$ cat src/sv/csq_pkg.sv
// ============================================================================
// csq_pkg: shared types and constants for the cursor sequence store
// Operation and status codes, sequencer states and fixed field widths.
// ============================================================================
package csq_pkg;

  // Default sizing
  localparam int DepthDef     = 64;
  localparam int ValueBitsDef = 32;

  // Fixed field widths of the channels
  localparam int OpW    = 3;
  localparam int ValW   = 32;
  localparam int PosW   = 6;
  localparam int StatW  = 2;
  localparam int CountW = 7;

  typedef enum logic [OpW-1:0] {
    OP_START   = 3'd0,
    OP_ADVANCE = 3'd1,
    OP_INSERT  = 3'd2,
    OP_ATTACH  = 3'd3,
    OP_REMOVE  = 3'd4,
    OP_READ    = 3'd5
  } op_e;

  typedef enum logic [StatW-1:0] {
    ST_OK     = 2'd0,
    ST_FULL   = 2'd1,
    ST_NO_CUR = 2'd2,
    ST_RANGE  = 2'd3
  } status_e;

  // Sequencer states
  typedef enum logic [2:0] {
    S_IDLE,
    S_SHIFT,
    S_DRAIN,
    S_PUT,
    S_RDPOS,
    S_FETCH,
    S_RESULT
  } state_e;

endpackage

$ cat src/sv/csq_if.sv
// ============================================================================
// csq_if: valid/ready channels of the cursor sequence store
// Request channel carries one operation, result channel one status beat.
// ============================================================================
interface csq_req_if;
  logic                        valid;
  logic                        ready;
  logic [csq_pkg::OpW-1:0]     operation;
  logic [csq_pkg::ValW-1:0]    value;
  logic [csq_pkg::PosW-1:0]    position;

  modport source (output valid, output operation, output value, output position,
                  input ready);
  modport sink   (input valid, input operation, input value, input position,
                  output ready);
endinterface

interface csq_rsp_if;
  logic                        valid;
  logic                        ready;
  logic [csq_pkg::StatW-1:0]   status;
  logic [csq_pkg::CountW-1:0]  item_count;
  logic                        has_current;
  logic [csq_pkg::ValW-1:0]    current_value;
  logic [csq_pkg::ValW-1:0]    read_value;

  modport source (output valid, output status, output item_count, output has_current,
                  output current_value, output read_value, input ready);
  modport sink   (input valid, input status, input item_count, input has_current,
                  input current_value, input read_value, output ready);
endinterface

$ cat src/sv/cursor_sequence_store.sv
// ============================================================================
// cursor_sequence_store: ordered value store with a cursor
// Entries live in one synchronous RAM; insert and remove walk the RAM to
// shift later entries by one place, then the current entry is read back.
// ============================================================================
// Request flow: start, advance, spare codes, refusals and removing the
//   entry at the end go straight to the current-entry fetch; a read first
//   reads its position; insert/attach and remove moving n > 0 entries walk
//   them (one per cycle, n up to DEPTH - 1); every insert/attach then writes
//   its value. Only one request is in flight at a time.
// Reset: count and cursor clear at once; RAM contents are not cleared.
module cursor_sequence_store #(
  parameter int DEPTH      = csq_pkg::DepthDef,
  parameter int VALUE_BITS = csq_pkg::ValueBitsDef
) (
  input  logic       clk_i,
  input  logic       rst_ni,
  csq_req_if.sink    in_i,
  csq_rsp_if.source  out_o
);
  import csq_pkg::*;

  localparam int AW    = (DEPTH > 1) ? $clog2(DEPTH) : 1;
  localparam int CNT_W = $clog2(DEPTH + 1);
  localparam int CMP_W = (CNT_W > PosW) ? CNT_W : PosW;
  localparam int MEM_W = (VALUE_BITS < ValW) ? VALUE_BITS : ValW;

  // Storage
  logic [MEM_W-1:0] entries_q [DEPTH];
  logic [MEM_W-1:0] rdata_q;

  // Architectural state
  state_e           state_q, state_d;
  logic [CNT_W-1:0] count_q, cursor_q;

  // Per-request context
  status_e          status_q;
  logic             put_q, rdpos_q, dir_up_q, has_cur_q;
  logic [AW-1:0]    put_addr_q, pos_q, ptr_q, last_q, wr_addr_q;
  logic [MEM_W-1:0] val_q, rdv_q;
  logic             wr_pend_q;

  // Output register
  logic             out_valid_q;
  status_e          out_status_q;
  logic [CNT_W-1:0] out_count_q;
  logic             out_has_cur_q;
  logic [MEM_W-1:0] out_cur_q, out_rd_q;

  // Decode results
  logic             in_ready, accept, out_free;
  logic             cur, full;
  status_e          dec_status;
  logic [CNT_W-1:0] dec_count, dec_cursor;
  logic             dec_shift, dec_put, dec_rdpos, dec_up;
  logic [AW-1:0]    dec_ptr, dec_last, dec_put_addr;

  // RAM port controls
  logic             mem_we, mem_re;
  logic [AW-1:0]    mem_waddr, mem_raddr;
  logic [MEM_W-1:0] mem_wdata;
  logic             load_out;

  assign cur      = cursor_q < count_q;
  assign full     = count_q == CNT_W'(DEPTH);
  assign out_free = !out_valid_q || out_o.ready;
  assign accept   = in_i.valid && in_ready;

  // Request decode: new count/cursor and the RAM walk to run
  always_comb begin
    logic [CNT_W-1:0] p;
    p            = '0;
    dec_status   = ST_OK;
    dec_count    = count_q;
    dec_cursor   = cursor_q;
    dec_shift    = 1'b0;
    dec_put      = 1'b0;
    dec_rdpos    = 1'b0;
    dec_up       = 1'b0;
    dec_ptr      = '0;
    dec_last     = '0;
    dec_put_addr = '0;
    case (op_e'(in_i.operation))
      OP_START: begin
        dec_cursor = '0;
      end
      OP_ADVANCE: begin
        if (cur) dec_cursor = cursor_q + CNT_W'(1);
        else     dec_status = ST_NO_CUR;
      end
      OP_INSERT, OP_ATTACH: begin
        if (full) begin
          dec_status = ST_FULL;
        end else begin
          if (op_e'(in_i.operation) == OP_INSERT) p = cur ? cursor_q : '0;
          else                                    p = cur ? cursor_q + CNT_W'(1) : count_q;
          dec_cursor   = p;
          dec_count    = count_q + CNT_W'(1);
          dec_put      = 1'b1;
          dec_put_addr = AW'(p);
          dec_shift    = p != count_q;
          dec_ptr      = AW'(count_q - CNT_W'(1));
          dec_last     = AW'(p);
        end
      end
      OP_REMOVE: begin
        if (!cur) begin
          dec_status = ST_NO_CUR;
        end else begin
          dec_count = count_q - CNT_W'(1);
          dec_shift = (cursor_q + CNT_W'(1)) != count_q;
          dec_up    = 1'b1;
          dec_ptr   = AW'(cursor_q + CNT_W'(1));
          dec_last  = AW'(count_q - CNT_W'(1));
        end
      end
      OP_READ: begin
        if (CMP_W'(in_i.position) < CMP_W'(count_q)) dec_rdpos = 1'b1;
        else                                          dec_status = ST_RANGE;
      end
      default: begin
      end
    endcase
  end

  // Next state
  always_comb begin
    state_d = state_q;
    case (state_q)
      S_IDLE: begin
        if (accept) begin
          if (dec_shift)      state_d = S_SHIFT;
          else if (dec_put)   state_d = S_PUT;
          else if (dec_rdpos) state_d = S_RDPOS;
          else                state_d = S_FETCH;
        end
      end
      S_SHIFT:  if (ptr_q == last_q) state_d = S_DRAIN;
      S_DRAIN:  state_d = put_q ? S_PUT : S_FETCH;
      S_PUT:    state_d = S_FETCH;
      S_RDPOS:  state_d = S_FETCH;
      S_FETCH:  state_d = S_RESULT;
      S_RESULT: if (out_free) state_d = S_IDLE;
      default:  state_d = S_IDLE;
    endcase
  end

  // State outputs: handshake and RAM port selection
  always_comb begin
    in_ready  = 1'b0;
    mem_re    = 1'b0;
    mem_raddr = ptr_q;
    mem_we    = 1'b0;
    mem_waddr = wr_addr_q;
    mem_wdata = rdata_q;
    load_out  = 1'b0;
    case (state_q)
      S_IDLE:  in_ready = 1'b1;
      S_SHIFT: mem_re = 1'b1;
      S_PUT: begin
        mem_we    = 1'b1;
        mem_waddr = put_addr_q;
        mem_wdata = val_q;
      end
      S_RDPOS: begin
        mem_re    = 1'b1;
        mem_raddr = pos_q;
      end
      S_FETCH: begin
        mem_re    = cur;
        mem_raddr = AW'(cursor_q);
      end
      S_RESULT: load_out = out_free;
      default: begin
      end
    endcase
    // trailing write of the shift walk
    if (wr_pend_q) mem_we = 1'b1;
  end

  // Entry RAM, one write and one registered read port
  always_ff @(posedge clk_i) begin
    if (mem_we) entries_q[mem_waddr] <= mem_wdata;
    if (mem_re) rdata_q <= entries_q[mem_raddr];
  end

  // Control state
  always_ff @(posedge clk_i or negedge rst_ni) begin
    if (!rst_ni) begin
      state_q     <= S_IDLE;
      count_q     <= '0;
      cursor_q    <= '0;
      wr_pend_q   <= 1'b0;
      out_valid_q <= 1'b0;
    end else begin
      state_q   <= state_d;
      wr_pend_q <= state_q == S_SHIFT;
      if (accept) begin
        count_q  <= dec_count;
        cursor_q <= dec_cursor;
      end
      if (load_out)         out_valid_q <= 1'b1;
      else if (out_o.ready) out_valid_q <= 1'b0;
    end
  end

  // Request context and shift walk pointers
  always_ff @(posedge clk_i) begin
    if (accept) begin
      status_q   <= dec_status;
      put_q      <= dec_put;
      put_addr_q <= dec_put_addr;
      rdpos_q    <= dec_rdpos;
      dir_up_q   <= dec_up;
      ptr_q      <= dec_ptr;
      last_q     <= dec_last;
      val_q      <= in_i.value[MEM_W-1:0];
      pos_q      <= AW'(in_i.position);
    end
    if (state_q == S_SHIFT) begin
      wr_addr_q <= dir_up_q ? ptr_q - AW'(1) : ptr_q + AW'(1);
      ptr_q     <= dir_up_q ? ptr_q + AW'(1) : ptr_q - AW'(1);
    end
    if (state_q == S_FETCH) begin
      rdv_q     <= rdpos_q ? rdata_q : '0;
      has_cur_q <= cur;
    end
  end

  // Result register
  always_ff @(posedge clk_i) begin
    if (load_out) begin
      out_status_q  <= status_q;
      out_count_q   <= count_q;
      out_has_cur_q <= has_cur_q;
      out_cur_q     <= has_cur_q ? rdata_q : '0;
      out_rd_q      <= rdv_q;
    end
  end

  assign in_i.ready          = in_ready;
  assign out_o.valid         = out_valid_q;
  assign out_o.status        = out_status_q;
  assign out_o.item_count    = CountW'(out_count_q);
  assign out_o.has_current   = out_has_cur_q;
  assign out_o.current_value = ValW'(out_cur_q);
  assign out_o.read_value    = ValW'(out_rd_q);

endmodule

$ cat src/flat_wrapper.sv
// flat-port wrapper written by rule: the top's interface ports become plain ports
module cursor_sequence_store_flat import csq_pkg::*;
#(
  parameter int DEPTH      = csq_pkg::DepthDef,
  parameter int VALUE_BITS = csq_pkg::ValueBitsDef
)
  (clk_i, rst_ni, in_i_valid, in_i_operation, in_i_value, in_i_position, in_i_ready, out_o_valid, out_o_status, out_o_item_count, out_o_has_current, out_o_current_value, out_o_read_value, out_o_ready);
  csq_req_if in_i_i ();
  csq_rsp_if out_o_i ();
  input  logic clk_i;
  input  logic rst_ni;
  input wire logic [$bits(in_i_i.valid)-1:0] in_i_valid;
  input wire logic [$bits(in_i_i.operation)-1:0] in_i_operation;
  input wire logic [$bits(in_i_i.value)-1:0] in_i_value;
  input wire logic [$bits(in_i_i.position)-1:0] in_i_position;
  output wire logic [$bits(in_i_i.ready)-1:0] in_i_ready;
  output wire logic [$bits(out_o_i.valid)-1:0] out_o_valid;
  output wire logic [$bits(out_o_i.status)-1:0] out_o_status;
  output wire logic [$bits(out_o_i.item_count)-1:0] out_o_item_count;
  output wire logic [$bits(out_o_i.has_current)-1:0] out_o_has_current;
  output wire logic [$bits(out_o_i.current_value)-1:0] out_o_current_value;
  output wire logic [$bits(out_o_i.read_value)-1:0] out_o_read_value;
  input wire logic [$bits(out_o_i.ready)-1:0] out_o_ready;
  assign in_i_i.valid = in_i_valid;
  assign in_i_i.operation = in_i_operation;
  assign in_i_i.value = in_i_value;
  assign in_i_i.position = in_i_position;
  assign in_i_ready = in_i_i.ready;
  assign out_o_valid = out_o_i.valid;
  assign out_o_status = out_o_i.status;
  assign out_o_item_count = out_o_i.item_count;
  assign out_o_has_current = out_o_i.has_current;
  assign out_o_current_value = out_o_i.current_value;
  assign out_o_read_value = out_o_i.read_value;
  assign out_o_i.ready = out_o_ready;
  cursor_sequence_store #(.DEPTH(DEPTH), .VALUE_BITS(VALUE_BITS)) u_core (.clk_i(clk_i), .rst_ni(rst_ni), .in_i(in_i_i), .out_o(out_o_i));
endmodule
$ cat config.mk
export PLATFORM = sky130hd
export DESIGN_NAME = cursor_sequence_store_flat
export DESIGN_NICKNAME = d
export VERILOG_FILES = /design/src/sv/csq_pkg.sv /design/src/sv/csq_if.sv /design/src/sv/cursor_sequence_store.sv /design/src/flat_wrapper.sv
export SDC_FILE = /design/constraint.sdc
export NUM_CORES = 2
export LEC_CHECK = 0
export ABC_AREA = 0
export BUFFER_PORTS_ARGS = -buffer_cell sky130_fd_sc_hd__buf_2
export CAP_MARGIN = 15
export CORE_MARGIN = 1.5
export CORE_UTILIZATION = 50
export CTS_CLUSTER_SIZE = 8
export DETAILED_ROUTE_END_ITERATION = 12
export MAX_ROUTING_LAYER = met4
export PLACE_DENSITY = 0.68
export SLEW_MARGIN = 20
export SYNTH_ARGS = -nofsm -noshare
export SYNTH_HDL_FRONTEND = slang
export SYNTH_SLANG_ARGS = --single-unit
export TNS_END_PERCENT = 1
$ cat constraint.sdc
create_clock -name clk_i -period 7.1 [get_ports clk_i]
set_input_delay 1.42 -clock clk_i [delete_from_list [all_inputs] [get_ports clk_i]]
set_output_delay 1.42 -clock clk_i [all_outputs]
set_load 0.005 [all_outputs]
Word-level counts from Yosys, hierarchy flattened
Memory sizes are Yosys's and may differ from the RTL's. A register that Yosys moved wholly into a read port is not among the register bits.
Cells that the tools add are included.
{"block": "totals", "ff_bits": 193, "mem_bits_rw": 2048, "mem_count": 1}
{"block": "op_classes", "n_addsub": 5, "order_cmp": 2, "eq_ne": 21, "n_mux": 53, "n_reduce_logical": 16}
{"memory": "u_core.entries_q", "words": 64, "word_bits": 32, "rd": 1, "rd_clocked_by_memory_dff": 1, "wr": 1, "line": "cursor_sequence_store.sv:29", "text": "logic [MEM_W-1:0] entries_q [DEPTH];"}
{"op": "$mux 7", "count": 9}
{"op": "$mux 6", "count": 9}
{"op": "$pmux 6 s2", "count": 3}
{"op": "$mux 32", "count": 1}
{"op": "$pmux 7 s3", "count": 1}
{"op": "$mux 3", "count": 6}
{"op": "$pmux 3 s6", "count": 1}
{"op": "$mux 1", "count": 17}
{"op": "$eq 3x3->1 const B", "count": 5}
{"op": "$add 7x1->7 const B", "count": 2}
{"op": "$ne 7x7->1", "count": 2}
{"op": "$pmux 7 s2", "count": 1}
{"op": "$eq 3x2->1 const B", "count": 4}
{"op": "$ne 2x1->1 const B", "count": 5}
{"op": "$reduce_and 4->1", "count": 2}
{"op": "$reduce_or 2->1", "count": 4}
{"op": "$eq 7x7->1 const B", "count": 1}
{"op": "$lt 6x7->1", "count": 1}
{"op": "$lt 7x7->1", "count": 1}
{"op": "$sub 7x1->7 const B", "count": 1}
{"op": "$add 6x1->6 const B", "count": 1}
{"op": "$eq 3x1->1 const B", "count": 2}
{"op": "$eq 6x6->1", "count": 1}
{"op": "$logic_not 3->1", "count": 2}
{"op": "other kinds (11)", "count": 15}

Logic depth before layout (Yosys ltp)
{"block": "depth", "depth_word": 11, "mapped_depth": 15, "ltp_nobuf": 10}

Worst setup path before layout
OpenSTA, ideal clock, no wires.
{"block": "synth_path", "path_kind": "input-to-reg", "startpoint": "input out_o_ready", "endpoint": "register u_core.out_cur_q[0] (netlist: u_core.out_o.current_value[0]) (enable)", "setup_time_ps": 612, "arrival_ps": 6927, "slack_ps": -439, "cell_stages": 2, "path_buffers": 0, "cell_sequence": "nand2b_1 -> nor3b_1"}
{"block": "synth_between", "elab_chain_len": 2}
{"element": "start, declared", "line": "flat_wrapper.sv:23", "text": "input wire logic [$bits(out_o_i.ready)-1:0] out_o_ready;"}
{"element": "$logic_or 1x1->1", "line": "cursor_sequence_store.sv:66", "text": "assign out_free = !out_valid_q || out_o.ready;"}
{"element": "$mux 1", "line": "cursor_sequence_store.sv:157", "text": "case (state_q)"}
{"element": "via u_core.load_out", "line": "cursor_sequence_store.sv:62", "text": "logic load_out;"}
{"element": "end signal, assigned", "line": "cursor_sequence_store.sv:236", "text": "out_cur_q <= has_cur_q ? rdata_q : '0;"}
{"element": "end, declared", "line": "cursor_sequence_store.sv:48", "text": "logic [MEM_W-1:0] out_cur_q, out_rd_q;"}
The timed path passes the listed nets, and every way through them passes these cells.
A chain may end at the register's enable or synchronous reset.

Worst setup path in the final report
{"block": "layout_path", "startpoint": "register u_core.state_q[2]", "endpoint": "register u_core.rdata_q[9] (read register of u_core.entries_q), data pin"}
{"block": "layout_between", "elab_chain_len": 3, "elab_cells_between_ends": 6}
{"element": "start, declared", "line": "cursor_sequence_store.sv:33", "text": "state_e state_q, state_d;"}
{"element": "start signal, assigned", "line": "cursor_sequence_store.sv:196", "text": "state_q <= state_d;"}
{"element": "$eq 3x3->1 / $eq 3x1->1 (equally long branches)", "line": "cursor_sequence_store.sv:157"}
{"element": "$reduce_or 2->1 (no source line)"}
{"element": "$pmux 1 s2", "line": "cursor_sequence_store.sv:157"}
{"element": "end, declared", "line": "cursor_sequence_store.sv:30", "text": "logic [MEM_W-1:0] rdata_q;"}
Several ways; a longest one is shown, not always the timed one.

==> results.toml <==
[hold_path]
min_from = "u_core.rdv_q[3]$_SDFFCE_PN0N_"
hold_depth = 0
hp-class = "register to register"
min_to = "u_core.out_o.read_value[3]$_DFFE_PP_"

[power]
p_sw_mw = 20.9
powerDensity_nw_per_um2 = 512
clockPowerShare_pct = 25.9
p_sw_share_pct = 39.4
intPower_mw = 32.1
p_comb_share_pct = 38.5
total_leakage_power_nw = 35.2
p_seq_share_pct = 35.6
vdd_drop_max_v = 0.000500

[synthesis]
synthFlopType = "edfxtp_1"
yosysTopAreaCell = "edfxtp_1"
yosysSeqAreaShare_pct = 75.4
synth_area_leaders = "edfxtp_1 (75%), nand2_1 (4.5%), mux2i_1 (4.1%)"
synth_most_common_cell = "edfxtp_1"
syn_area_per_cell_um2 = 15.3
syn_area_um2 = 90400
yosysTopAreaCellShare_pct = 74.9
ys_async_sr_fraction_pct = 0.836
synthCells = 5905
synth_nets = 5968
synth-edff-count = 2254
yosys-top-cells-count = "edfxtp_1 (2,254), nand2_1 (1,082), nand3_1 (488), mux2i_1 (368), a21oi_1 (210)"
ys_ff_latch = 2273
yosys_warnings = 0
synth_cell_type_count = 62

[drt]
drtIter0Drc = 9426
num_vias = 55719
via_per_inst = 6.48
ant_nets = 0
first_pass_iters = 6
drcViolationCount = 0
drt-wirelength-per-cell_um = 31.6
drt-total-wl_um = 272000

[placed_design]
gp_congestion = 0.919
port_buffers = 120
place_ws_ps = 1730
dp_hpwl_um = 152000
placed_cells = 8206

[cts]
post_cts_resized = 0
root_buffer = "clkbuf_16"
clk_pin_slew_ps = 50
cts.sinks = 2273
htreeDepth = 5
cts_max_path_buffers = 4
post_cts_buffers = 0
cts_made_buffers = 334
worstSkewPairLatency_ps = 970
cts_hold_buf = 0
tritoncts = "done"

[timing]
final.setup_skew_ps = 101
finalCriticalPeriod_ps = 5290
final.period_utilization_pct = 74.4
worst_slack_ps = 1810
setup_tns_ps = 0
final_max_slew_viol_count = 0
finalHoldViolCount = 0
rsz0062_at_grt = "false"
setup_viol = 0
slew_headroom_pct = 20.6
worstMarginPinSlew_ps = 1190
max_freq_mhz = 189

[floorplanning]
die_x_um = 428
dieArea_um2 = 183000
fp-row-count = 155
die_y_um = 428
io_pins = 121
core_um2 = 179000
initial_core_util_pct = 50.5

[setup_path]
reg2regPathDepth = 10
critPathKind = "register to register"
worstPathRequired_ps = 7770
reg2reg_from = "u_core.state_q[2]$_DFFE_PN0P_"
cp.arrival_ps = 5960
cp_max_fo = 62
r2r_slack_ps = 1810
reg2reg_to = "u_core.rdata_q[9]$_DFFE_PP_"
critical_path.startpoint_type = "register"
end_kind = "register"

[cells_and_area]
utilization_pct = 57.8
register_area_um2 = 68200
syn_to_final_growth_pct = 14.4
n_fill_cell = 13267
multiInputGateArea_um2 = 21300
final_nets = 6250
layout.cells.non_filler = 8593
drive_gt1_share_pct = 15.0

[grt]
grt_util_all_layers_pct = 30.1
grt_pass1_vias = 53545
grt_start_max_net_pins = 110
overflow = 0
grt_pass1_wl_um = 385000
antenna_found_initial = 17

[run_status]
status = "finished clean"

[flow_run]
max_cap_violations = 0
-- routing by layer --
metal  share of wire [%]  GRT usage (%)
met1                  37           39.6
met5                   0              -
met3                  14           8.12
met2                  45           43.6
met4                 5.2           14.4
-- layout by cell type, fill, tap and decap left out, drive strengths merged, types with 8 or more instances in the layout --
master,count
edfxtp,2254
nand2,1082
nand3,488
mux2i,368
clkbuf,360
buf,308
a21oi,210
nor2,129
mux4,121
nor3,96
o21ai,85
o22ai,73
and2,70
a31oi,58
a211oi,44
mux2,44
nand3b,38
o221ai,36
nand2b,35
a32oi,35
or4,28
xnor2,27
nor4,24
inv,23
a2111oi,22
diode,21
a22oi,19
dfrtp,19
nand4,18
ha,18
xor2,13
nor2b,8
-- power by group through the flow --
stage	clock (mW)	sequential, mW	combinational (mW)
after detailed placement	0	19.0	19.8
final	13.7	18.8	20.4
after floorplan	0	18.5	11.8
after global routing	14.3	18.9	21.2
after global placement	0	19.0	19.5
after CTS	13.8	18.8	19.9
-- cell type report --
class	count	share of cell area, %
antenna	21	0.0508
clock buffer	360	8.32
clock inverter	6	0.0641
inverter	21	0.0762
multi-input combinational	3249	20.6
sequential	2273	65.9
tap	2355	2.85
timing repair buffer	308	2.14
-- worst max-delay path: stages, from the launching register on --
cell	delay [ps]
dfrtp_1	320
buf_4	410
nor2b_4	580
buf_4	390
mux2_8	700
buf_4	680
buf_4	460
nand3_1	150
a21boi_0	360
a2111oi_2	190
or4_1	620
-- per-stage QoR --
step                      hold WS (ps)  cell area [um^2]  power, mW
after CTS                          368            103000       52.4
after detailed placement           405             94700       38.8
after global placement             402             94600       38.5
after floorplan                    400             90400       30.3
final                              360            103000       52.9
after global routing               394            103000       54.3
-- kinds of logic after synthesis --
family | synth area share (%)
DFF | 75.4
and+or+nand+nor | 9.96
AOI/OAI and AO/OA | 4.48
muxes | 7.64
buffers and inverters | 1.84
xor gates and xnor gates | 0.388
adders and majority gates | 0.249
-- registers in the layout (all words and copies together) (netlist names), 7 cells and up --
register / flops
u_core.count_q: 7
u_core.out_o.current_value: 32
u_core.out_o.item_count: 7
u_core.cursor_q: 7
u_core.entries_q: 2048
u_core.out_o.read_value: 32
u_core.rdv_q: 32
u_core.rdata_q: 32
u_core.val_q: 32
-- worst max-delay path by stage --
stage | from | end | slack, ps | cells after the start
finish | u_core.state_q[2]$_DFFE_PN0P_ | u_core.rdata_q[9]$_DFFE_PP_ | 1810 | 10
global route | u_core.state_q[2]$_DFFE_PN0P_ | u_core.rdata_q[27]$_DFFE_PP_ | 1720 | 10
global placement | u_core.state_q[1]$_DFFE_PN0P_ | u_core.rdata_q[9]$_DFFE_PP_ | 1180 | 9
CTS | u_core.state_q[1]$_DFFE_PN0P_ | u_core.rdata_q[27]$_DFFE_PP_ | 1750 | 9
floorplan | u_core.count_q[4]$_DFFE_PN0P_ | u_core.rdata_q[0]$_DFFE_PP_ | 1780 | 9
detailed placement | u_core.state_q[1]$_DFFE_PN0P_ | u_core.rdata_q[27]$_DFFE_PP_ | 1730 | 9
(Power assumes the default switching activity.)
